File: src/sv/sfd_pkg.sv
// Package for the sync-word frame deframer: constants, result record,
// register indexes and the CRC-16 byte update. No dependencies.
package sfd_pkg;

	localparam int unsigned DEF_MAX_PAYLOAD  = 32;
	localparam int unsigned DEF_BUFFER_BYTES = 41;
	localparam int unsigned QUEUE_DEPTH      = 4;

	localparam int unsigned HDR_BYTES = 7;
	localparam int unsigned CRC_BYTES = 2;

	// header byte offsets from the first sync byte
	localparam int unsigned OFS_VER  = 2;
	localparam int unsigned OFS_TYPE = 3;
	localparam int unsigned OFS_SLOT = 4;
	localparam int unsigned OFS_SEQ  = 5;
	localparam int unsigned OFS_LEN  = 6;

	localparam logic [15:0] CRC_INIT = 16'hFFFF;
	localparam logic [15:0] CRC_POLY = 16'h1021;

	localparam logic [7:0] SYNC_FIRST_RST  = 8'hAA;
	localparam logic [7:0] SYNC_SECOND_RST = 8'h55;

	// configuration register indexes
	localparam logic REG_SYNC_FIRST  = 1'b0;
	localparam logic REG_SYNC_SECOND = 1'b1;

	typedef enum logic [1:0] {
		KIND_TEXT    = 2'd0,
		KIND_HEADER  = 2'd1,
		KIND_PAYLOAD = 2'd2
	} kind_t;

	typedef struct packed {
		logic       last;
		kind_t      kind;
		logic [5:0] length;
		logic [7:0] seq;
		logic [7:0] slot;
		logic [7:0] ftype;
		logic [7:0] version;
		logic [7:0] data;
	} result_t;

	localparam int unsigned RESULT_W = $bits(result_t);

	// CRC-16, MSB first, one byte
	function automatic logic [15:0] crc16_byte(input logic [15:0] crc, input logic [7:0] b);
		logic [15:0] c;
		c = crc ^ {b, 8'h00};
		for (int i = 0; i < 8; i++) begin
			if (c[15]) begin
				c = {c[14:0], 1'b0} ^ CRC_POLY;
			end else begin
				c = {c[14:0], 1'b0};
			end
		end
		return c;
	endfunction

endpackage

File: src/sv/sync_frame_deframer_crc16_unit.sv
// Top level of the sync-word frame deframer with CRC-16 check.
// Depends on sfd_pkg, sfd_fifo and sfd_scan.
//
// Received bytes come in on the s_ side and go through a short input queue to
// a scanner that keeps unresolved bytes in a circular hold memory with one
// read port; results leave through a short output queue on the m_ side, so
// both sides can stall on their own. The scanner takes a byte only while idle,
// then examines the held bytes with one memory read per byte examined and
// releases those that start no frame as text. A final check and an end state
// follow. A byte that completes a frame adds a CRC pass over the memory and
// the payload read-out. A failed length or CRC check rescans the held bytes
// from the next one. The scanner takes no new byte until the last one is
// through. Results of one input byte end with m_tlast set. No clearing pass.
module sync_frame_deframer_crc16_unit import sfd_pkg::*; #(
	parameter int unsigned MAX_PAYLOAD  = DEF_MAX_PAYLOAD,
	parameter int unsigned BUFFER_BYTES = DEF_BUFFER_BYTES
) (
	input  logic        clk,
	input  logic        arst_n,
	input  logic        cfg_we,
	input  logic        cfg_index,
	input  logic [7:0]  cfg_data,
	input  logic        s_tvalid,
	output logic        s_tready,
	input  logic [7:0]  s_tdata,   // rx_byte
	output logic        m_tvalid,
	input  logic        m_tready,
	// out_byte, frame_version, frame_type, frame_slot, frame_seq, frame_length, pad
	output logic [47:0] m_tdata,
	output logic [1:0]  m_tuser,   // out_kind
	output logic        m_tlast
);

	logic       q_valid, q_ready;
	logic [7:0] q_byte;
	logic       r_valid, r_ready;
	result_t    r_res, o_res;
	logic [RESULT_W-1:0] o_bits;

	// input queue
	sfd_fifo #(.W(8), .DEPTH(QUEUE_DEPTH)) u_in_q (
		.clk       (clk),
		.arst_n    (arst_n),
		.in_valid  (s_tvalid),
		.in_ready  (s_tready),
		.in_data   (s_tdata),
		.out_valid (q_valid),
		.out_ready (q_ready),
		.out_data  (q_byte)
	);

	// scanner
	sfd_scan #(.MAX_PAYLOAD(MAX_PAYLOAD), .BUFFER_BYTES(BUFFER_BYTES)) u_scan (
		.clk       (clk),
		.arst_n    (arst_n),
		.cfg_we    (cfg_we),
		.cfg_index (cfg_index),
		.cfg_data  (cfg_data),
		.in_valid  (q_valid),
		.in_ready  (q_ready),
		.in_byte   (q_byte),
		.res_valid (r_valid),
		.res_ready (r_ready),
		.res       (r_res)
	);

	// output queue
	sfd_fifo #(.W(RESULT_W), .DEPTH(QUEUE_DEPTH)) u_out_q (
		.clk       (clk),
		.arst_n    (arst_n),
		.in_valid  (r_valid),
		.in_ready  (r_ready),
		.in_data   (r_res),
		.out_valid (m_tvalid),
		.out_ready (m_tready),
		.out_data  (o_bits)
	);

	assign o_res   = result_t'(o_bits);
	assign m_tdata = {2'b00, o_res.length, o_res.seq, o_res.slot,
	                  o_res.ftype, o_res.version, o_res.data};
	assign m_tuser = o_res.kind;
	assign m_tlast = o_res.last;

endmodule

File: src/sv/sfd_fifo.sv
// Small first-in first-out queue with valid/ready on both sides.
// Used between the input side, the scanner and the output side; no package use.
module sfd_fifo #(
	parameter int unsigned W     = 8,
	parameter int unsigned DEPTH = 4
) (
	input  logic         clk,
	input  logic         arst_n,
	input  logic         in_valid,
	output logic         in_ready,
	input  logic [W-1:0] in_data,
	output logic         out_valid,
	input  logic         out_ready,
	output logic [W-1:0] out_data
);

	localparam int unsigned PW = (DEPTH > 1) ? $clog2(DEPTH) : 1;
	localparam int unsigned NW = $clog2(DEPTH + 1);

	logic [W-1:0]  slot_q [DEPTH];
	logic [PW-1:0] wptr_q, rptr_q;
	logic [NW-1:0] cnt_q;
	logic          push, pop;

	assign in_ready  = (cnt_q != NW'(DEPTH));
	assign out_valid = (cnt_q != '0);
	assign out_data  = slot_q[rptr_q];
	assign push      = in_valid && in_ready;
	assign pop       = out_valid && out_ready;

	// advance pointers and fill level
	always_ff @(posedge clk or negedge arst_n) begin
		if (!arst_n) begin
			wptr_q <= '0;
			rptr_q <= '0;
			cnt_q  <= '0;
		end else begin
			if (push) begin
				wptr_q <= (wptr_q == PW'(DEPTH - 1)) ? '0 : wptr_q + 1'b1;
			end
			if (pop) begin
				rptr_q <= (rptr_q == PW'(DEPTH - 1)) ? '0 : rptr_q + 1'b1;
			end
			if (push && !pop) begin
				cnt_q <= cnt_q + 1'b1;
			end else if (pop && !push) begin
				cnt_q <= cnt_q - 1'b1;
			end
		end
	end

	// store entries
	always_ff @(posedge clk) begin
		if (push) begin
			slot_q[wptr_q] <= in_data;
		end
	end

endmodule

File: src/sv/sfd_scan.sv
// Scanner: holds unresolved bytes in a circular memory and resolves text,
// frame headers and payload one byte per memory read. Depends on sfd_pkg.
module sfd_scan import sfd_pkg::*; #(
	parameter int unsigned MAX_PAYLOAD  = DEF_MAX_PAYLOAD,
	parameter int unsigned BUFFER_BYTES = DEF_BUFFER_BYTES
) (
	input  logic       clk,
	input  logic       arst_n,
	input  logic       cfg_we,
	input  logic       cfg_index,
	input  logic [7:0] cfg_data,
	input  logic       in_valid,
	output logic       in_ready,
	input  logic [7:0] in_byte,
	output logic       res_valid,
	input  logic       res_ready,
	output result_t    res
);

	localparam int unsigned AW = $clog2(BUFFER_BYTES);
	localparam int unsigned CW = $clog2(BUFFER_BYTES + 1);
	localparam int unsigned SW = AW + 1;

	typedef enum logic [11:0] {
		S_IDLE = 12'b000000000001,
		S_CHK  = 12'b000000000010,
		S_B0   = 12'b000000000100,
		S_B1   = 12'b000000001000,
		S_TXT  = 12'b000000010000,
		S_LEN  = 12'b000000100000,
		S_CRC  = 12'b000001000000,
		S_CLO  = 12'b000010000000,
		S_CHI  = 12'b000100000000,
		S_HDR  = 12'b001000000000,
		S_PAY  = 12'b010000000000,
		S_DONE = 12'b100000000000
	} state_t;

	state_t        state_q, state_d;
	logic [AW-1:0] head_q;
	logic [CW-1:0] count_q;
	logic [7:0]    mem [BUFFER_BYTES];
	logic [7:0]    rdata_q;
	logic [7:0]    b0_q, lo_q, ver_q, type_q, slot_q, seq_q;
	logic [7:0]    sf_q, ss_q;
	logic [5:0]    plen_q;
	logic [AW-1:0] idx_q;
	logic [15:0]   crc_q;
	result_t       pend_q;
	logic          pend_v_q;

	logic          want_gen, fire, accept;
	result_t       gen_res;
	logic [AW-1:0] rd_off, rd_addr, tail_addr, pay_base, last_idx;
	logic [SW-1:0] rd_sum, tail_sum, head_sum;
	logic          pop_en;
	logic [CW-1:0] pop_k;
	logic [8:0]    total9;
	logic          len_ok;

	assign pay_base = AW'(HDR_BYTES) + AW'(plen_q);
	assign last_idx = AW'(HDR_BYTES - 1) + AW'(plen_q);
	assign total9   = 9'(rdata_q) + 9'(HDR_BYTES + CRC_BYTES);
	assign len_ok   = (9'(rdata_q) <= 9'(MAX_PAYLOAD));

	assign in_ready = (state_q == S_IDLE);
	assign accept   = in_valid && in_ready;

	// result hand-off through a one-deep pending slot so the step's final
	// result can be marked once the step is known to be over
	assign want_gen  = (state_q == S_TXT) || (state_q == S_HDR) || (state_q == S_PAY);
	assign fire      = want_gen && (!pend_v_q || res_ready);
	assign res_valid = pend_v_q && (want_gen || (state_q == S_DONE));
	always_comb begin
		res      = pend_q;
		res.last = (state_q == S_DONE);
	end

	// result built in the current state
	always_comb begin
		gen_res      = '0;
		gen_res.kind = KIND_TEXT;
		case (state_q)
			S_TXT: begin
				gen_res.data = b0_q;
			end
			S_HDR: begin
				gen_res.kind    = KIND_HEADER;
				gen_res.version = ver_q;
				gen_res.ftype   = type_q;
				gen_res.slot    = slot_q;
				gen_res.seq     = seq_q;
				gen_res.length  = plen_q;
			end
			S_PAY: begin
				gen_res.kind = KIND_PAYLOAD;
				gen_res.data = rdata_q;
			end
			default: begin
				gen_res.kind = KIND_TEXT;
			end
		endcase
	end

	// next state, read offset and byte release
	always_comb begin
		state_d = state_q;
		rd_off  = '0;
		pop_en  = 1'b0;
		pop_k   = CW'(1);
		case (state_q)
			S_IDLE: begin
				if (in_valid) begin
					state_d = S_CHK;
				end
			end
			S_CHK: begin
				state_d = (count_q == '0) ? S_DONE : S_B0;
			end
			S_B0: begin
				rd_off = AW'(1);
				if (count_q == CW'(1)) begin
					state_d = (rdata_q == sf_q) ? S_DONE : S_TXT;
				end else begin
					state_d = S_B1;
				end
			end
			S_B1: begin
				rd_off = AW'(OFS_LEN);
				if (b0_q == sf_q && rdata_q == ss_q) begin
					state_d = (count_q < CW'(HDR_BYTES)) ? S_DONE : S_LEN;
				end else begin
					state_d = S_TXT;
				end
			end
			S_TXT: begin
				if (fire) begin
					pop_en  = 1'b1;
					state_d = S_CHK;
				end
			end
			S_LEN: begin
				if (!len_ok) begin
					pop_en  = 1'b1;
					state_d = S_CHK;
				end else if (9'(count_q) < total9) begin
					state_d = S_DONE;
				end else begin
					state_d = S_CRC;
				end
			end
			S_CRC: begin
				if (idx_q == last_idx) begin
					rd_off  = pay_base;
					state_d = S_CLO;
				end else begin
					rd_off = idx_q + 1'b1;
				end
			end
			S_CLO: begin
				rd_off  = pay_base + 1'b1;
				state_d = S_CHI;
			end
			S_CHI: begin
				rd_off = AW'(HDR_BYTES);
				if ({rdata_q, lo_q} == crc_q) begin
					state_d = S_HDR;
				end else begin
					pop_en  = 1'b1;
					state_d = S_CHK;
				end
			end
			S_HDR: begin
				rd_off = AW'(HDR_BYTES);
				if (fire) begin
					if (plen_q == '0) begin
						pop_en  = 1'b1;
						pop_k   = CW'(HDR_BYTES + CRC_BYTES);
						state_d = S_CHK;
					end else begin
						state_d = S_PAY;
					end
				end
			end
			S_PAY: begin
				rd_off = AW'(HDR_BYTES) + idx_q;
				if (fire) begin
					rd_off = AW'(HDR_BYTES) + idx_q + 1'b1;
					if (idx_q == AW'(plen_q - 6'd1)) begin
						pop_en  = 1'b1;
						pop_k   = CW'(plen_q) + CW'(HDR_BYTES + CRC_BYTES);
						state_d = S_CHK;
					end
				end
			end
			S_DONE: begin
				if (!pend_v_q || res_ready) begin
					state_d = S_IDLE;
				end
			end
			default: begin
				state_d = S_IDLE;
			end
		endcase
	end

	// circular addressing of the hold memory
	assign rd_sum    = SW'(head_q) + SW'(rd_off);
	assign rd_addr   = (rd_sum >= SW'(BUFFER_BYTES)) ? AW'(rd_sum - SW'(BUFFER_BYTES))
	                                                 : AW'(rd_sum);
	assign tail_sum  = SW'(head_q) + SW'(count_q);
	assign tail_addr = (tail_sum >= SW'(BUFFER_BYTES)) ? AW'(tail_sum - SW'(BUFFER_BYTES))
	                                                   : AW'(tail_sum);
	assign head_sum  = SW'(head_q) + SW'(pop_k);

	// hold memory: write on transfer, registered read
	always_ff @(posedge clk) begin
		if (accept) begin
			mem[tail_addr] <= in_byte;
		end
		rdata_q <= mem[rd_addr];
	end

	// control state
	always_ff @(posedge clk or negedge arst_n) begin
		if (!arst_n) begin
			state_q  <= S_IDLE;
			head_q   <= '0;
			count_q  <= '0;
			pend_v_q <= 1'b0;
			sf_q     <= SYNC_FIRST_RST;
			ss_q     <= SYNC_SECOND_RST;
		end else begin
			state_q <= state_d;
			if (cfg_we) begin
				if (cfg_index == REG_SYNC_FIRST) begin
					sf_q <= cfg_data;
				end
				if (cfg_index == REG_SYNC_SECOND) begin
					ss_q <= cfg_data;
				end
			end
			if (accept) begin
				count_q <= count_q + 1'b1;
			end else if (pop_en) begin
				count_q <= count_q - pop_k;
				head_q  <= (head_sum >= SW'(BUFFER_BYTES))
				           ? AW'(head_sum - SW'(BUFFER_BYTES)) : AW'(head_sum);
			end
			if (fire) begin
				pend_v_q <= 1'b1;
			end else if (state_q == S_DONE && res_ready) begin
				pend_v_q <= 1'b0;
			end
		end
	end

	// working registers of the frame check
	always_ff @(posedge clk) begin
		if (fire) begin
			pend_q <= gen_res;
		end
		if (state_q == S_B0) begin
			b0_q <= rdata_q;
		end
		if (state_q == S_LEN) begin
			plen_q <= rdata_q[5:0];
			crc_q  <= CRC_INIT;
			idx_q  <= '0;
		end
		if (state_q == S_CRC) begin
			crc_q <= crc16_byte(crc_q, rdata_q);
			idx_q <= idx_q + 1'b1;
			if (idx_q == AW'(OFS_VER))  ver_q  <= rdata_q;
			if (idx_q == AW'(OFS_TYPE)) type_q <= rdata_q;
			if (idx_q == AW'(OFS_SLOT)) slot_q <= rdata_q;
			if (idx_q == AW'(OFS_SEQ))  seq_q  <= rdata_q;
		end
		if (state_q == S_CLO) begin
			lo_q <= rdata_q;
		end
		if (state_q == S_HDR) begin
			idx_q <= '0;
		end
		if (state_q == S_PAY && fire) begin
			idx_q <= idx_q + 1'b1;
		end
	end

`ifndef NO_ASSERTIONS
	a_count_bound: assert property (@(posedge clk) disable iff (!arst_n)
		count_q <= CW'(BUFFER_BYTES))
		else $error("hold count beyond buffer size");
	a_head_bound: assert property (@(posedge clk) disable iff (!arst_n)
		32'(head_q) < BUFFER_BYTES)
		else $error("head pointer out of range");
	a_last_at_end: assert property (@(posedge clk) disable iff (!arst_n)
		(res_valid && res.last) |-> (state_q == S_DONE))
		else $error("last result outside end of step");
	a_idle_no_pend: assert property (@(posedge clk) disable iff (!arst_n)
		(state_q == S_IDLE) |-> !pend_v_q)
		else $error("pending result left at idle");
`endif

endmodule
File: config.mk
export PLATFORM = sky130hd
export DESIGN_NAME = sync_frame_deframer_crc16_unit
export DESIGN_NICKNAME = d
export VERILOG_FILES = /design/src/sv/sfd_pkg.sv /design/src/sv/sync_frame_deframer_crc16_unit.sv /design/src/sv/sfd_fifo.sv /design/src/sv/sfd_scan.sv
export SDC_FILE = /design/constraint.sdc
export NUM_CORES = 1
export LEC_CHECK = 0
export ABC_AREA = 1
export BUFFER_PORTS_ARGS = -buffer_cell sky130_fd_sc_hd__buf_2
export CELL_PAD_IN_SITES_DETAIL_PLACEMENT = 0
export CELL_PAD_IN_SITES_GLOBAL_PLACEMENT = 1
export CORE_MARGIN = 5
export CORE_UTILIZATION = 51
export CTS_CLUSTER_DIAMETER = 200
export DETAILED_ROUTE_END_ITERATION = 6
export PLACE_DENSITY_LB_ADDON = 0.1
export SYNTH_ARGS = -nofsm -noshare
export SYNTH_HDL_FRONTEND = slang
export SYNTH_SLANG_ARGS = --single-unit
File: constraint.sdc
create_clock -name clk -period 6.4 [get_ports clk]
set_input_delay 0 -clock clk [delete_from_list [all_inputs] [get_ports clk]]
set_output_delay 0 -clock clk [all_outputs]
set_load 0.005 [all_outputs]
==> impl_metrics.toml, run 1 <==
[routing]
routedWlPerCell_um = 19.9
routed.top_layer = "met4"
vias = 21900
first_pass_iters = 5
ant_nets = 0
dr_wl_met3_um = 4180
wirelength_met1_um = 35300
drtIter0Drc = 1856
dr_wl_met2_um = 39800
finalWirelength_um = 81200
drc = 0
viasPerCell = 5.36

[clock_tree]
cts.sinks = 743
clkLatencyLatePin_ns = 0.62
clkTransAtPathRegs_ns = 0.06
cts-root-buf = "clkbuf_16"
cts_buffers = 77
ctsHtreeMaxLevel = 3
cts_buffer_depth = 3
tritoncts = "done"

[placed_design]
hpwlAfterDp_um = 51400
io_buffers = 72
postPlaceCellArea_mm2 = 0.0348
gp_congestion = 0.862

[timing]
tns_ns = 0
worst_pin_slew_ns = 1.17
holdWs_ns = 0.0658
max_slew_margin_pct = 21.6
slew_violations = 0
rsz0062_at_grt = "no"
finalClockSkew_ns = 0.0186
timing.fmax_mhz = 172
setup_violations = 0
fin_crit_sh_pct = 91.1
final.min_clock_period_ns = 5.83
final_hold_viol_count = 0

[yosys]
yosysSeqAreaShare_pct = 65.8
synth_flop_cell = "edfxtp_1"
yosysTopAreaCell = "edfxtp_1"
synth.top_cell.area_share_pct = 61.2
synth_top_family_by_area = "simple AND/OR/NAND/NOR gates"
synthArstFlopShare_pct = 7.40
synthAdderAreaFrac_pct = 2.65
synthSimpleGateAreaFrac_pct = 16.6
syn_area_mm2 = 0.0334
synth-edff-count = 680
synth.distinct_cells = 57
synth_top_cells_by_area = "edfxtp_1 (61%), nand3_1 (6.0%), nand2_1 (5.8%), inv_1 (4.8%), dfrtp_1 (3.4%)"
yosysWarningCount = 0
syn-instance-count = 3066
synth.area.mux_share_pct = 0.0675
synth_compound_area_share_pct = 5.30
synth_xor_area_share_pct = 2.85
synth-seq-cells = 743
syn_avg_cell_area_um2 = 10.9

[worst_setup_path]
crit_type = "flip-flop to flip-flop"
timing.critical_path.mode_cell = "nand3_1"
cp_slowest_stage_delay_ns = 0.61
r2r_setup_slack_ns = 0.57
cp-start-kind = "flip-flop"
crit_fanout = 27
crit_arrival_ns = 6.34
worstPathRequired_ns = 6.91
regToRegStartpoint = "u_scan.plen_q[1]"
crit_family = "simple AND/OR/NAND/NOR gates"
worst_r2r_path_depth = 27
path_buf_inv = 4
timing.rr.end = "u_scan.rdata_q[1]"
crit_path_end_kind = "flip-flop"
cp_slowest_cell = "fa_1"

[floorplan]
start_util_pct = 51.7
die-area_mm2 = 0.0707
pin_count = 75
die_y_um = 266
dieWidth_um = 266
coreArea_mm2 = 0.0646
num_rows = 93

[cells_and_area]
fin_area_mm2 = 0.0375
antenna_cells = 0
register_area_mm2 = 0.0220
nFillCells = 5387
syn_to_final_growth_pct = 12.3
drive_above_1_share_pct = 9.66
multi_input_area_mm2 = 0.00937
nets = 3259

[flow_run]
max_cap_viol_count = 0

[worst_hold_path]
holdCritPathClass = "input pin to async pin"

[outcome]
outcome = "completed"

[grt]
grt_antenna_before_repair = 0
grt_pass1_wl_um = 125000
grt_use_total_pct = 22.7
grt-ovfl-total = 0
grt_max_degree = 93
grt_pass1_vias = 21300

[power]
p_per_area_mw_per_mm2 = 425
ir_drop_mv = 0.795
p_leak_uw = 0.0150
repair_timing:
item | 4_1_cts | 5_1_grt
endpoints found under the setup margin | 0 | 8
buffers inserted | 0 | 0
gates resized for setup | 0 | 2
endpoints found under the hold margin | 108 | 0
hold buffers | 25 | 0
stage by stage:
step / total power [uW] / setup WS (ns) / cells / utilization, %
2_1_floorplan: 9730 / 0.865 / 3067 / -
3_3_place_gp: 11700 / 0.615 / 3920 / 54.0
3_5_place_dp: 11800 / 0.483 / 3920 / 54.0
4_1_cts: 16100 / 0.441 / 4085 / 58.0
5_1_grt: 16800 / 0.0755 / 4086 / 58.0
6_report: 15900 / 0.571 / 4086 / 58.0
worst register-to-register path, stage by stage, from the launching register on:
cell and delay (ns):
edfxtp_1 0.44, inv_1 0.21, ha_1 0.28, xnor2_1 0.13, nor3_1 0.19, nand2_1 0.19, nand2_1 0.25, a21oi_1 0.10
a2111o_1 0.36, ha_1 0.23, fa_1 0.61, inv_1 0.14, ha_1 0.20, inv_1 0.05, nor2_1 0.04, nand3_1 0.09
nand3_2 0.10, nand2_4 0.12, nand3_2 0.34, nand2_8 0.36, buf_4 0.39, nand2_1 0.10, nand3_1 0.12, nand3_1 0.14
nand3_1 0.18, nand3_1 0.18, nand3_1 0.13, nand2_1 0.06
report_power, final:
group	leakage, uW	total, uW	internal [uW]	switching (uW)
combinational	0.00689	5260	1490	3770
sequential	0.00694	6420	6210	214
clock	0.00115	4230	2400	1830
cell type report:
type | count | share of cell area [%]
clock buffers | 107 | 5.52
inverters | 440 | 4.41
well taps | 855 | 2.85
multi-input cells | 1760 | 25.0
repair buffers | 148 | 2.81
clock inverters | 33 | 0.791
flip-flops and latches | 743 | 58.6
routing by layer:
| layer | vias to the layer above | global-route usage (%) |
|---|---|---|
| met5 | - | 0 |
| met4 | 0 | 5.73 |
| met3 | 137 | 3.46 |
| met2 | 558 | 38.0 |
| met1 | 10600 | 31.6 |
| li1 | 10600 | - |
cells in the final DEF (no fill, tap or decap), drive strengths merged, types with 32 or more instances in the layout:
cell and count:
a21oi 37, buf 123, clkbuf 107, dfrtp 46, edfxtp 680, ha 61
inv 443, nand2 528, nand3 405, nor2 275, o21ai 187, o22ai 63
xnor2 32, xor2 65
state kept, by name, indices dropped and copies added (netlist names), 12 cells and up:
signal          count
u_scan.mem        328
u_scan.state_q     12
u_out_q.slot_q    196
u_in_q.slot_q      32
u_scan.crc_q       16
u_scan.res         48
cell families (layout without fill, tap and decap cells):
logic type | Yosys count | after routing
xor gates and xnor gates | 97 | 97
and+or+nand+nor | 1277 | 1277
AOI/OAI and AO/OA | 315 | 315
other | 1 | 2
adders and majority gates | 67 | 67
muxes | 2 | 2
DFF | 743 | 743
buffers and inverters | 564 | 728
how the worst max path moves through the flow:
| stage | startpoint | endpoint | slack, ns | cells after the start |
|---|---|---|---|---|
| 2_1_floorplan | u_scan.state_q[7] | u_scan.rdata_q[6] | 0.86 | 33 |
| 3_3_place_gp | u_scan.plen_q[1] | u_scan.rdata_q[3] | 0.61 | 27 |
| 3_5_place_dp | u_scan.state_q[7] | u_scan.rdata_q[3] | 0.48 | 30 |
| 4_1_cts | u_scan.state_q[7] | u_scan.rdata_q[1] | 0.44 | 30 |
| 5_1_grt | u_scan.state_q[7] | u_scan.rdata_q[3] | 0.08 | 30 |
| 6_report | u_scan.plen_q[1] | u_scan.rdata_q[1] | 0.57 | 27 |
synth_stat cells (3+ instances only):
| cell type | n |
|---|---|
| edfxtp_1 | 680 |
| nand2_1 | 516 |
| inv_1 | 429 |
| nand3_1 | 402 |
| nor2_1 | 271 |
| o21ai_0 | 176 |
| clkbuf_1 | 65 |
| o22ai_1 | 63 |
| ha_1 | 61 |
| xor2_1 | 57 |
| dfrtp_1 | 46 |
| buf_2 | 37 |
| a21oi_1 | 35 |
| xnor2_1 | 31 |
| nor3_1 | 26 |
| buf_4 | 16 |
| nand4_1 | 15 |
| or2_2 | 10 |
| dfstp_2 | 9 |
| inv_2 | 9 |
| dfxtp_1 | 8 |
| nand2_2 | 8 |
| nor4_1 | 8 |
| fa_1 | 6 |
| o21ai_1 | 6 |
| buf_1 | 5 |
| o21ai_2 | 5 |
| xor2_2 | 5 |
| a31oi_1 | 4 |
| nor2_2 | 4 |
| nor3b_1 | 4 |
| o211ai_1 | 4 |
| o21a_1 | 4 |
| a221oi_1 | 3 |
| nand2_4 | 3 |
| nand3_2 | 3 |
| nand3b_1 | 3 |
| o2111ai_1 | 3 |
| xor2_4 | 3 |
(Power assumes the default switching activity.)
==> inputs of run 2 (changes only) <==
- clock period: 6.4 -> 6.6 ns (I/O delays scaled with it)
==> run 2 against run 1 <==
Against the previous run:
- combinational power shrank 4%
- cell count barely moved
- maximum frequency shrank 2.0%
- clock skew grew 0.013 ns
- sequential share of layout area down 0.062 points
- global-route usage increased by 0.19 points
- first-iteration DRC count up 2.7%
- non-clock buffer count rose by 3
- sequential power shrank 3%
- flip-flop and latch count is the same
- clock-buffer cell count fell by 11
- largest cell class unchanged
- highest routed layer unchanged
==> impl_metrics.toml, run 2 (synthesis gave the netlist of run 1 again) <==
[timing]
max_slew_margin_pct = 17.2
rsz0062_at_grt = "no"
fin_crit_sh_pct = 90.2
timing.fmax_mhz = 168
final.min_clock_period_ns = 5.95
slew_violations = 0
final_hold_viol_count = 0
tns_ns = 0
worst_pin_slew_ns = 1.24
layout_setup_ws_ns = 0.650
finalClockSkew_ns = 0.0321
setup_violations = 0
holdWs_ns = 0.0659

[worst_setup_path]
cp_slowest_stage_delay_ns = 0.94
crit_type = "flip-flop to flip-flop"
crit_fanout = 39
crit_arrival_ns = 6.50
r2r_setup_slack_ns = 0.65
worst_r2r_path_depth = 26
path_buf_inv = 4
timing.critical_path.mode_cell = "nand3_1"
cp_slowest_cell = "o21ai_4"
regToRegStartpoint = "u_scan.plen_q[1]"
cp-start-kind = "flip-flop"
crit_path_end_kind = "flip-flop"
crit_family = "simple AND/OR/NAND/NOR gates"
worstPathRequired_ns = 7.15
timing.rr.end = "u_scan.rdata_q[3]"

[placed_design]
hpwlAfterDp_um = 51700
gp_congestion = 0.891
io_buffers = 72
pre_cts_slack_ns = 0.658
placed_cells = 3922

[floorplan]
die-area_mm2 = 0.0707
start_util_pct = 51.7
dieWidth_um = 266
num_rows = 93
coreArea_mm2 = 0.0646
pin_count = 75
die_y_um = 266

[routing]
vias = 22200
drtIter0Drc = 1906
wirelength_met1_um = 34800
first_pass_iters = 5
ant_nets = 0
drc = 0
finalWirelength_um = 81700
routedWlPerCell_um = 20.0
routed.top_layer = "met4"
dr_wl_met3_um = 4150
dr_wl_met2_um = 40300
viasPerCell = 5.43

[cells_and_area]
mostFrequentLayoutCell = "edfxtp_1"
regMostFlops = "u_scan.mem"
multi_input_area_mm2 = 0.00936
syn_to_final_growth_pct = 12.4
layoutNonFillerInstCount = 4084
drive_above_1_share_pct = 9.85
register_area_mm2 = 0.0220
antenna_cells = 0
most-common-layout-cells = "edfxtp_1 (680), nand2_1 (515), inv_1 (428)"
nFillCells = 5398
largest_reg_flops = 328
nets = 3262

[clock_tree]
cts.sinks = 743
ctsHtreeMaxLevel = 3
cts-root-buf = "clkbuf_16"
cts_buffers = 77
tritoncts = "done"
clkLatencyLatePin_ns = 0.62
cts_buffer_depth = 3
clkTransAtPathRegs_ns = 0.06

[outcome]
outcome = "completed"

[grt]
grt_pass1_wl_um = 127000
grt_max_degree = 82
grt_pass1_vias = 21800
grt-ovfl-total = 0
grt_antenna_before_repair = 0
grt_use_total_pct = 22.9

[power]
p_leak_uw = 0.0150
p_per_area_mw_per_mm2 = 412
ir_drop_mv = 0.611
power.total_uw = 15500

[flow_run]
max_cap_viol_count = 0

[worst_hold_path]
holdCritPathClass = "input pin to async pin"
run 2: cell count changes in the layout (fill, tap and decap cells not counted), moves of 2 or more:
cell / before / now
buf_4: 45 / 48
clkbuf_1: 27 / 15
clkbuf_16: 77 / 79
clkinv_1: 12 / 14
clkinv_2: 12 / 15
clkinv_4: 0 / 3
dlygate4sd3_1: 25 / 27
inv_6: 4 / 0
run 2: worst max-delay path by stage:
stage | slack [ns] | endpoint | from | cells after the start
detailed placement | 0.66 | u_scan.rdata_q[3] | u_scan.state_q[7] | 27
floorplan | 1.06 | u_scan.rdata_q[6] | u_scan.state_q[7] | 33
global placement | 0.74 | u_scan.rdata_q[6] | u_scan.state_q[7] | 27
finish | 0.65 | u_scan.rdata_q[3] | u_scan.plen_q[1] | 26
global route | 0.06 | u_scan.rdata_q[3] | u_scan.state_q[1] | 27
CTS | 0.61 | u_scan.rdata_q[3] | u_scan.state_q[7] | 27
run 2: tightest hold or removal path, cell delays in order:
cell           delay (ns)
dlygate4sd3_1        0.52
buf_2                0.10
buf_4                0.55
run 2: layout make-up:
class | instances | area share (%)
clock inverter | 39 | 0.890
inverter | 440 | 4.40
clock buffer | 96 | 5.49
timing repair buffer | 151 | 2.85
sequential | 743 | 58.6
tap | 855 | 2.85
multi-input combinational | 1760 | 25.0
run 2: power breakdown:
group	switching (uW)	internal [uW]	leakage, uW	total (uW)
Combinational	3620	1440	0.00689	5060
Clock	1770	2380	0.00118	4140
Sequential	232	6020	0.00694	6250
Total	5620	9840	0.0150	15500
run 2: layer usage:
layer / GRT usage, % / vias up
li1: - / 10600
met1: 31.3 / 10900
met2: 38.8 / 589
met3: 2.82 / 147
met4: 7.12 / 0
met5: 0 / -
run 2: repair_timing:
action                                 in CTS  in global routing
gates resized for setup                     0                  0
setup buffers                               0                  0
endpoints found under the hold margin     108                  0
hold buffers                               27                  0
run 2: metrics by stage:
step / utilization (%) / cell area [um2]
floorplan: - / 33400
global placement: 54.0 / 34800
detailed placement: 54.0 / 34800
CTS: 58.1 / 37500
global route: 58.1 / 37500
finish: 58.1 / 37500
==> inputs of run 3 (changes only) <==
- CORE_MARGIN: 5 -> unset
==> run 3 against run 2 <==
Against the previous run:
- critical path depth grew 1
- hold slack got worse by 0.025 ns
- global-route usage grew 1.5 points
- via count fell by 0.90%
- clock skew down 0.014 ns
- power up 1.2%
- core utilization is 0.35 points higher
- highest routed layer unchanged
- largest cell class unchanged
- combinational power increased by 1%
- critical endpoint is now u_scan.rdata_q[0]
- design area grew 0.60%
- flip-flop and latch count unchanged
- largest power group unchanged
- sequential share of layout area is 0.35 points lower
- wire length fell by 1.4%
==> impl_metrics.toml, run 3 (synthesis gave the netlist of run 1 again) <==
[cells_and_area]
largest_reg_flops = 328
nets = 3270
regMostFlops = "u_scan.mem"
nFillCells = 5430
syn_to_final_growth_pct = 13.1
drive_above_1_share_pct = 9.93
most-common-layout-cells = "edfxtp_1 (680), nand2_1 (515), inv_1 (428)"
antenna_cells = 0
mostFrequentLayoutCell = "edfxtp_1"

[routing]
finalWirelength_um = 80500
ant_nets = 0
drtIter0Drc = 1619
routedWlPerCell_um = 19.6
drc = 0
viasPerCell = 5.36
first_pass_iters = 6
vias = 22000

[grt]
grt_antenna_before_repair = 0
grt-ovfl-total = 0
grt_pass1_wl_um = 123000
grt_use_total_pct = 24.4
grt_pass1_vias = 21200
grt_max_degree = 99

[timing]
slew_violations = 0
worst_pin_slew_ns = 1.24
final_hold_viol_count = 0
final.min_clock_period_ns = 5.84
tns_ns = 0
timing.fmax_mhz = 171
setup_violations = 0
max_slew_margin_pct = 16.9
fin_crit_sh_pct = 88.5
rsz0062_at_grt = "no"
finalClockSkew_ns = 0.0176

[clock_tree]
cts-root-buf = "clkbuf_16"
cts_buffer_depth = 3
tritoncts = "done"
clkTransAtPathRegs_ns = 0.06
ctsResizeCount = 0
clkLatencyLatePin_ns = 0.64
ctsHtreeMaxLevel = 3
cts.sinks = 743
cts_buffers = 78

[worst_setup_path]
cp_slowest_stage_delay_ns = 0.88
crit_type = "flip-flop to flip-flop"
crit_arrival_ns = 6.42
crit_path_end_kind = "flip-flop"
timing.critical_path.mode_cell = "nand3_1"
crit_fanout = 53
timing.rr.end = "u_scan.rdata_q[0]"
r2r_setup_slack_ns = 0.76
cp_slowest_cell = "o21ai_4"
worst_r2r_path_depth = 27
regToRegStartpoint = "u_scan.state_q[7]"
path_buf_inv = 3
cp-start-kind = "flip-flop"
crit_family = "simple AND/OR/NAND/NOR gates"
worstPathRequired_ns = 7.18

[flow_run]
max_cap_viol_count = 0

[placed_design]
io_buffers = 72
hpwlAfterDp_um = 50700
gp_congestion = 0.883

[outcome]
outcome = "completed"

[floorplan]
die_y_um = 258
dieWidth_um = 258
pin_count = 75
coreArea_mm2 = 0.0646
die-area_mm2 = 0.0665
start_util_pct = 51.7
num_rows = 93

[power]
ir_drop_mv = 0.485
p_leak_uw = 0.0151
power.total_uw = 15600
p_per_area_mw_per_mm2 = 414

[worst_hold_path]
holdCritPathClass = "input pin to async pin"
-- run 3: changes by cell type in the layout (fill, tap and decap cells not counted), sizes merged --
cell | previous run | this run
clkbuf | 96 | 100
inv | 439 | 440
bufinv | 4 | 5
dlygate4sd3 | 27 | 30
clkinv | 34 | 33
buf | 124 | 128
clkinvlp | 2 | 3
-- run 3: through the flow --
step                      util [%]  setup WS, ns  hold slack [ns]  std cells  area (um2)
after floorplan                  -          1.06           -0.296       3067       33400
after global placement        54.0         0.914            0.183       3926       34900
after detailed placement      54.0         0.774            0.196       3926       34900
after CTS                     58.4         0.724           0.0498       4097       37700
after global routing          58.4         0.156            0.116       4097       37700
final                         58.4         0.760           0.0406       4097       37700
-- run 3: worst max-delay path by stage --
stage | to | cells after the start | start | slack [ns]
after global routing | u_scan.rdata_q[5] | 27 | u_scan.state_q[7] | 0.16
after detailed placement | u_scan.rdata_q[0] | 27 | u_scan.state_q[7] | 0.77
final | u_scan.rdata_q[0] | 27 | u_scan.state_q[7] | 0.76
after global placement | u_scan.rdata_q[0] | 27 | u_scan.state_q[7] | 0.91
after floorplan | u_scan.rdata_q[6] | 33 | u_scan.state_q[7] | 1.06
after CTS | u_scan.rdata_q[0] | 27 | u_scan.state_q[7] | 0.72
-- run 3: metal layers --
layer	up-vias	wire length, um	global-route usage (%)
li1	10600	-	-
met1	10600	34800	33.3
met2	630	38700	40.1
met3	142	4660	3.64
met4	0	2370	8.20
met5	-	0	0
-- run 3: area by class of cell --
cell class	instances	area (um2)	share of cell area (%)
multi-input combinational	1760	9360	24.8
inverter	440	1650	4.38
timing repair buffer	158	1160	3.06
sequential	743	22000	58.2
clock buffer	100	2100	5.56
clock inverter	41	437	1.16
tap	855	1070	2.83
-- run 3: worst register-to-register path: cells and delay by family (launching register included) --
family | cells | cell delay (ns)
and+or+nand+nor | 21 | 2.97
buffers and inverters | 3 | 1.03
AOI/OAI and AO/OA | 2 | 1.01
DFF | 1 | 0.39
adders and majority gates | 1 | 0.38
-- run 3: power by group --
part           internal, uW  switching [uW]
clock                  2470            1840
sequential             6020             185
combinational          1460            3660
-- run 3: timing repair --
action,in CTS,in global routing
setup buffers,0,0
endpoints found under the hold margin,110,0
hold buffers,30,0
